**src/sv/sitda_pkg.sv**
```systemverilog
// Package: payload types, stage record and BCD conversion helpers.
`timescale 1ns / 1ps
package sitda_pkg;

    localparam int unsigned BIN_W         = 32;
    localparam int unsigned NUM_DIGITS    = 10;
    localparam int unsigned BCD_W         = 4 * NUM_DIGITS;
    localparam int unsigned STEPS_PER_STG = 8;
    localparam int unsigned NUM_DAB_STG   = BIN_W / STEPS_PER_STG;
    localparam logic [5:0]  ASCII_ZERO    = 6'd48;
    localparam logic [5:0]  ASCII_MINUS   = 6'd45;

    typedef struct packed {
        logic signed [31:0] value;
        logic               pad_two;
    } in_t;

    typedef struct packed {
        logic [5:0] ascii_char;
        logic       last;
    } out_t;

    typedef struct packed {
        logic             neg;
        logic             pad;
        logic [BIN_W-1:0] bin;
        logic [BCD_W-1:0] bcd;
    } stage_t;

    // One shift-and-add-3 step: correct each digit, then shift in the binary MSB.
    function automatic stage_t dabble_step(input stage_t s);
        stage_t r;
        logic [3:0] d;
        r = s;
        for (int i = 0; i < NUM_DIGITS; i++)
        begin
            d = s.bcd[4*i +: 4];
            r.bcd[4*i +: 4] = (d >= 4'd5) ? d + 4'd3 : d;
        end
        r.bcd = {r.bcd[BCD_W-2:0], s.bin[BIN_W-1]};
        r.bin = {s.bin[BIN_W-2:0], 1'b0};
        return r;
    endfunction

endpackage

```
**src/sv/sitda_dabble_stage.sv**
```systemverilog
// Pipeline stage: eight double-dabble steps with valid/ready and register.
`timescale 1ns / 1ps
module sitda_dabble_stage
    import sitda_pkg::*;
(
    input  logic   clk,
    input  logic   rst_n,
    input  logic   in_valid,
    output logic   in_ready,
    input  stage_t in_data,
    output logic   out_valid,
    input  logic   out_ready,
    output stage_t out_data
);

    logic   valid_reg;
    stage_t data_reg;
    stage_t data_next;

    always_comb
    begin
        data_next = in_data;
        for (int k = 0; k < STEPS_PER_STG; k++)
        begin
            data_next = dabble_step(data_next);
        end
    end

    // Accept when empty or when the held beat leaves this cycle.
    assign in_ready  = !valid_reg || out_ready;
    assign out_valid = valid_reg;
    assign out_data  = data_reg;

    always_ff @(posedge clk or negedge rst_n)
    begin
        if (!rst_n)
        begin
            valid_reg <= 1'b0;
        end
        else if (in_ready)
        begin
            valid_reg <= in_valid;
        end
    end

    always_ff @(posedge clk)
    begin
        if (in_ready && in_valid)
        begin
            data_reg <= data_next;
        end
    end

endmodule

```
**src/sv/signed_int_to_decimal_ascii_top.sv**
```systemverilog
// Top level: signed 32-bit integer to decimal ASCII, one character per beat.
//
//  channel | direction | payload                  | handshake
//  in      | input     | in_t  {value, pad_two}   | in_valid / in_ready
//  out     | output    | out_t {ascii_char, last} | out_valid / out_ready
//
// An input beat passes through the magnitude register and the double-dabble
// stages (eight bit steps each), then enters the character emitter. The
// emitter sends 1 to 11 characters, one per cycle while out_ready is high,
// and loads the next number in the cycle that its last character is taken.
// Reset clears all valid bits and the emitter; a stall on out holds every
// stage and nothing is lost or repeated.
`timescale 1ns / 1ps
module signed_int_to_decimal_ascii_top
    import sitda_pkg::*;
(
    input  logic clk,
    input  logic rst_n,
    input  logic in_valid,
    output logic in_ready,
    input  in_t  in_data,
    output logic out_valid,
    input  logic out_ready,
    output out_t out_data
);

    // Front register: sign, pad flag and magnitude.
    logic   front_valid_reg;
    stage_t front_reg;
    stage_t front_next;
    logic   front_ready;

    logic   stg_valid [NUM_DAB_STG+1];
    logic   stg_ready [NUM_DAB_STG+1];
    stage_t stg_data  [NUM_DAB_STG+1];

    always_comb
    begin
        front_next.neg = in_data.value[BIN_W-1];
        front_next.pad = in_data.pad_two;
        // Unsigned negate also covers the most negative value.
        front_next.bin = in_data.value[BIN_W-1] ? (~in_data.value + 32'd1) : in_data.value;
        front_next.bcd = '0;
    end

    assign front_ready = !front_valid_reg || stg_ready[0];
    assign in_ready    = front_ready;

    always_ff @(posedge clk or negedge rst_n)
    begin
        if (!rst_n)
        begin
            front_valid_reg <= 1'b0;
        end
        else if (front_ready)
        begin
            front_valid_reg <= in_valid;
        end
    end

    always_ff @(posedge clk)
    begin
        if (front_ready && in_valid)
        begin
            front_reg <= front_next;
        end
    end

    assign stg_valid[0] = front_valid_reg;
    assign stg_data[0]  = front_reg;

    // Binary-to-BCD pipeline.
    for (genvar g = 0; g < NUM_DAB_STG; g++)
    begin : g_dab
        sitda_dabble_stage u_stage (
            .clk       (clk),
            .rst_n     (rst_n),
            .in_valid  (stg_valid[g]),
            .in_ready  (stg_ready[g]),
            .in_data   (stg_data[g]),
            .out_valid (stg_valid[g+1]),
            .out_ready (stg_ready[g+1]),
            .out_data  (stg_data[g+1])
        );
    end

    // Character emitter.
    logic             busy_reg;
    logic             prefix_reg;   // sign or pad character still to send
    logic             neg_reg;
    logic [3:0]       pos_reg;      // digit being sent, counts down to 0
    logic [BCD_W-1:0] bcd_reg;
    logic             load;
    logic             out_last;
    logic [3:0]       msd;
    logic [3:0]       cur_digit;
    stage_t           tail;

    assign tail = stg_data[NUM_DAB_STG];

    // Find the most significant nonzero digit; zero gives digit 0.
    always_comb
    begin
        msd = 4'd0;
        for (int i = 1; i < NUM_DIGITS; i++)
        begin
            if (tail.bcd[4*i +: 4] != 4'd0)
            begin
                msd = 4'(i);
            end
        end
    end

    assign cur_digit = bcd_reg[4*pos_reg +: 4];
    assign out_last  = !prefix_reg && (pos_reg == 4'd0);
    // Take the next number once the last character of this one goes out.
    assign load      = !busy_reg || (out_ready && out_last);
    assign stg_ready[NUM_DAB_STG] = load;

    assign out_valid           = busy_reg;
    assign out_data.ascii_char = prefix_reg ? (neg_reg ? ASCII_MINUS : ASCII_ZERO)
                                            : ASCII_ZERO + {2'b00, cur_digit};
    assign out_data.last       = out_last;

    always_ff @(posedge clk or negedge rst_n)
    begin
        if (!rst_n)
        begin
            busy_reg   <= 1'b0;
            prefix_reg <= 1'b0;
            pos_reg    <= 4'd0;
        end
        else if (load)
        begin
            busy_reg   <= stg_valid[NUM_DAB_STG];
            prefix_reg <= tail.neg || (tail.pad && (msd == 4'd0));
            pos_reg    <= msd;
        end
        else if (out_ready)
        begin
            // Advance: drop the prefix first, then step down the digits.
            if (prefix_reg)
            begin
                prefix_reg <= 1'b0;
            end
            else
            begin
                pos_reg <= pos_reg - 4'd1;
            end
        end
    end

    always_ff @(posedge clk)
    begin
        if (load && stg_valid[NUM_DAB_STG])
        begin
            neg_reg <= tail.neg;
            bcd_reg <= tail.bcd;
        end
    end

endmodule
```
**config.mk**
```make
export PLATFORM = sky130hd
export DESIGN_NAME = signed_int_to_decimal_ascii_top
export DESIGN_NICKNAME = d
export VERILOG_FILES = /design/src/sv/sitda_pkg.sv /design/src/sv/sitda_dabble_stage.sv /design/src/sv/signed_int_to_decimal_ascii_top.sv
export SDC_FILE = /design/constraint.sdc
export NUM_CORES = 1
export LEC_CHECK = 0
export CAP_MARGIN = 20
export CORE_ASPECT_RATIO = 0.5
export CORE_MARGIN = 2
export CORE_UTILIZATION = 55
export CTS_CLUSTER_DIAMETER = 50
export CTS_CLUSTER_SIZE = 24
export DETAILED_ROUTE_END_ITERATION = 8
export DONT_BUFFER_PORTS = 1
export PLACE_DENSITY = 0.78
export SYNTH_ARGS = -nofsm -noshare
export SYNTH_HDL_FRONTEND = slang
export SYNTH_SLANG_ARGS = --single-unit
export TNS_END_PERCENT = 50
```
**constraint.sdc**
```tcl
create_clock -name clk -period 16.2 [get_ports clk]
set_clock_uncertainty 0.1 [all_clocks]
set_input_delay 1.62 -clock clk [delete_from_list [all_inputs] [get_ports clk]]
set_output_delay 1.62 -clock clk [all_outputs]
set_load 0.005 [all_outputs]
```
==> impl_metrics.ini <==
[final_layout]
num_antenna_cells = 0
layout.cells.most_common_list = nand2_1, nor2_1, o21ai_0
final_nets = 3432
layout_commonest_cell = nand2_1
area_growth_syn_to_layout_pct = 4.64
drive_above_1_share = 0.0778
largest_register_ffs = 158
final.fill_count = 4229

[global_route]
initial_antenna_violation_count = 0
grt_first_pass_wirelength_mm = 93.4
gr-total-overflow = 0
grt_start_max_net_pins = 43
grt_use_total = 0.202
first_global_vias = 21200

[clocking]
number_of_buffers_added_by_the_clock_tree_synthesis_step = 21
clock_sink_count = 244
cts-root-to-sink-buffers = 3
clockRootBuffer = clkbuf_16
clk-insertion-delay-late_ps = 540
clock_pin_slew_of_the_registers_on_the_worst_case_setup_and_hold_paths_ps = 90
ctsResizeCount = 0
htree_num_levels = 1
tritoncts = built
postCtsSetupBuffers = 0
cts_hold_buffers = 0

[min_path]
min_from = front_reg[42]
holdCritPathClass = flop to flop
timing.hold.worst_endpoint = g_dab[0].u_stage.out_data[50]
hold_depth = 0

[synthesis]
synth.avg_cell_area_um2 = 8.23
synth_compound_area_frac = 0.303
share_of_the_synthesized_area_in_the_top_cell_type = 0.255
synth_top_family_by_area = compound AO/OA/AOI/OAI gates
synth_async_sr_flop_share = 0.0451
yosys.area_share.adder = 0.0664
synth-edff-count = 233
ys_top_cells_by_area = edfxtp_1, ha_1, o21ai_0
multiplexer_share_of_the_synthesized_area = 0.0749
synthesis.instances = 3328
ys_seq_area_frac = 0.265
synth-xor-area-share = 0.0492
yosys_register_bits = 244
synthesis.nets = 3508
synth_top_area_cell = edfxtp_1
synth.yosys.warnings = 0
yosys.cell_types.count = 122
syn_area_mm2 = 0.0274
yosys.area_share.simple = 0.195
synth_flop_cell = edfxtp_1

[sta]
timing.fmax_ghz = 0.125
timing.max_slew.rel_slack = 0.297
tightestPinTransition_ps = 1050
unrepaired_setup_endpoints_after_global_routing = false
setup-tns-final_ps = 0
setup_viol = 0
final_max_slew_viol_count = 0
min_period_ps = 8010
share_of_the_cycle_needed_by_the_critical_path_after_routing = 0.495
hold_viol_final = 0

[setup_path]
crit-reg2reg-capture = g_dab[2].u_stage.out_data[5]
critPathLaunchType = flop
slowest_cell_delay_on_critical_path_ps = 660
timing.rr.start = g_dab[1].u_stage.out_data[0]
worst-endpoint-required_ps = 16380
critical_path.max_fanout = 12
worstPathArrival_ps = 8190
cpMostUsedCell = ha_1
reg2reg_setup_slack_ps = 8190
path_class = flop to flop
critPathSlowestCell = o311ai_0
r2r_cells = 33
crit_path_end_kind = flop

[detailed_routing]
ant_nets = 0
vias_after_detailed_routing = 24100
post_drt_wl_per_cell_um = 13.9
route.detailed.drc = 0
initialDrtViolationCount = 1621
routed_via_density = 6.15
drt-pass1-iter-count = 8
totalWireLength_mm = 54.5

[placement]
finalWeightedCongestion = 0.893
dp.final_hpwl_mm = 41.4
io_buffer_count = 0

[floorplanning]
die_width_um = 320
dieArea_mm2 = 0.0517
io-pin-count = 46
coreArea_mm2 = 0.0489
start_util = 0.561
std_cell_rows = 57
die_h_um = 162

[status]
outcome = complete, no violations

[run]
maxCapViolCount = 0
synth_stat cells, types with 33 or more instances:
cell type	instances
mux2i_1	98
nand2b_1	77
o21ai_0	254
nand3_1	77
a211oi_1	68
ha_1	143
a31oi_1	48
nand2_1	286
a21o_1	45
edfxtp_1	233
o21a_1	41
nor2_1	261
or3_1	47
a21oi_1	225
or2_2	33
nor3_1	79
xnor2_1	114
and2_1	58
mux2_2	64
inv_1	202
o31ai_1	33
nor2b_1	45
clkbuf_1	77
o211ai_1	55
worst max-delay path by stage:
stage | from | endpoint
after CTS | g_dab[1].u_stage.out_data[0] | g_dab[2].u_stage.out_data[5]
after detailed placement | g_dab[1].u_stage.out_data[0] | g_dab[2].u_stage.out_data[5]
final | g_dab[1].u_stage.out_data[0] | g_dab[2].u_stage.out_data[5]
after global placement | g_dab[1].u_stage.out_data[0] | g_dab[2].u_stage.out_data[5]
after global routing | g_dab[1].u_stage.out_data[0] | g_dab[2].u_stage.out_data[5]
after floorplan | g_dab[1].u_stage.out_data[0] | g_dab[2].u_stage.out_data[5]
stage by stage:
| stage | hold slack, ps | std cells | instance area, um^2 | util | worst slack (ps) |
|---|---|---|---|---|---|
| after global placement | 301 | 3876 | 27900 | 0.570 | 8690 |
| after global routing | 330 | 3914 | 28700 | 0.587 | 7320 |
| after floorplan | 300 | 3328 | 27400 | - | 9260 |
| final | 321 | 3914 | 28700 | 0.587 | 8190 |
| after detailed placement | 305 | 3876 | 27900 | 0.570 | 8310 |
| after CTS | 325 | 3912 | 28600 | 0.586 | 8280 |
cells by family after synthesis:
| group | Yosys count |
|---|---|
| buf+inv | 320 |
| xor+xnor | 148 |
| flops | 244 |
| simple gates | 1084 |
| mux | 181 |
| other cells | 1 |
| fa+ha+maj | 146 |
| compound gates | 1204 |
routing by layer:
| metal | up-vias | global-route usage | wire [um] |
|---|---|---|---|
| met3 | 44 | 0.0211 | 1810 |
| met5 | - | 0 | 0 |
| met2 | 365 | 0.352 | 25300 |
| li1 | 12500 | - | - |
| met4 | 0 | 0.0328 | 631 |
| met1 | 11200 | 0.277 | 26800 |
critical path: cells and delay by family (launching register included):
kind            cells  cell delay [ps]
simple gates       10             1960
compound gates     11             2640
flops               1              530
xor+xnor            2              550
fa+ha+maj           6             1430
buf+inv             4              530
final cells by class:
cell class | count | area, um^2 | area share
multi-input cells | 2764 | 18900 | 0.660
inverters | 211 | 792 | 0.0276
clock inverters | 13 | 262 | 0.00912
repair buffers | 10 | 77.6 | 0.00271
clock buffers | 23 | 533 | 0.0186
flip-flops and latches | 244 | 7270 | 0.254
well taps | 649 | 812 | 0.0283
Power is not shown: default switching activity piles up to over one toggle a cycle in this logic, so the estimate is an artifact.
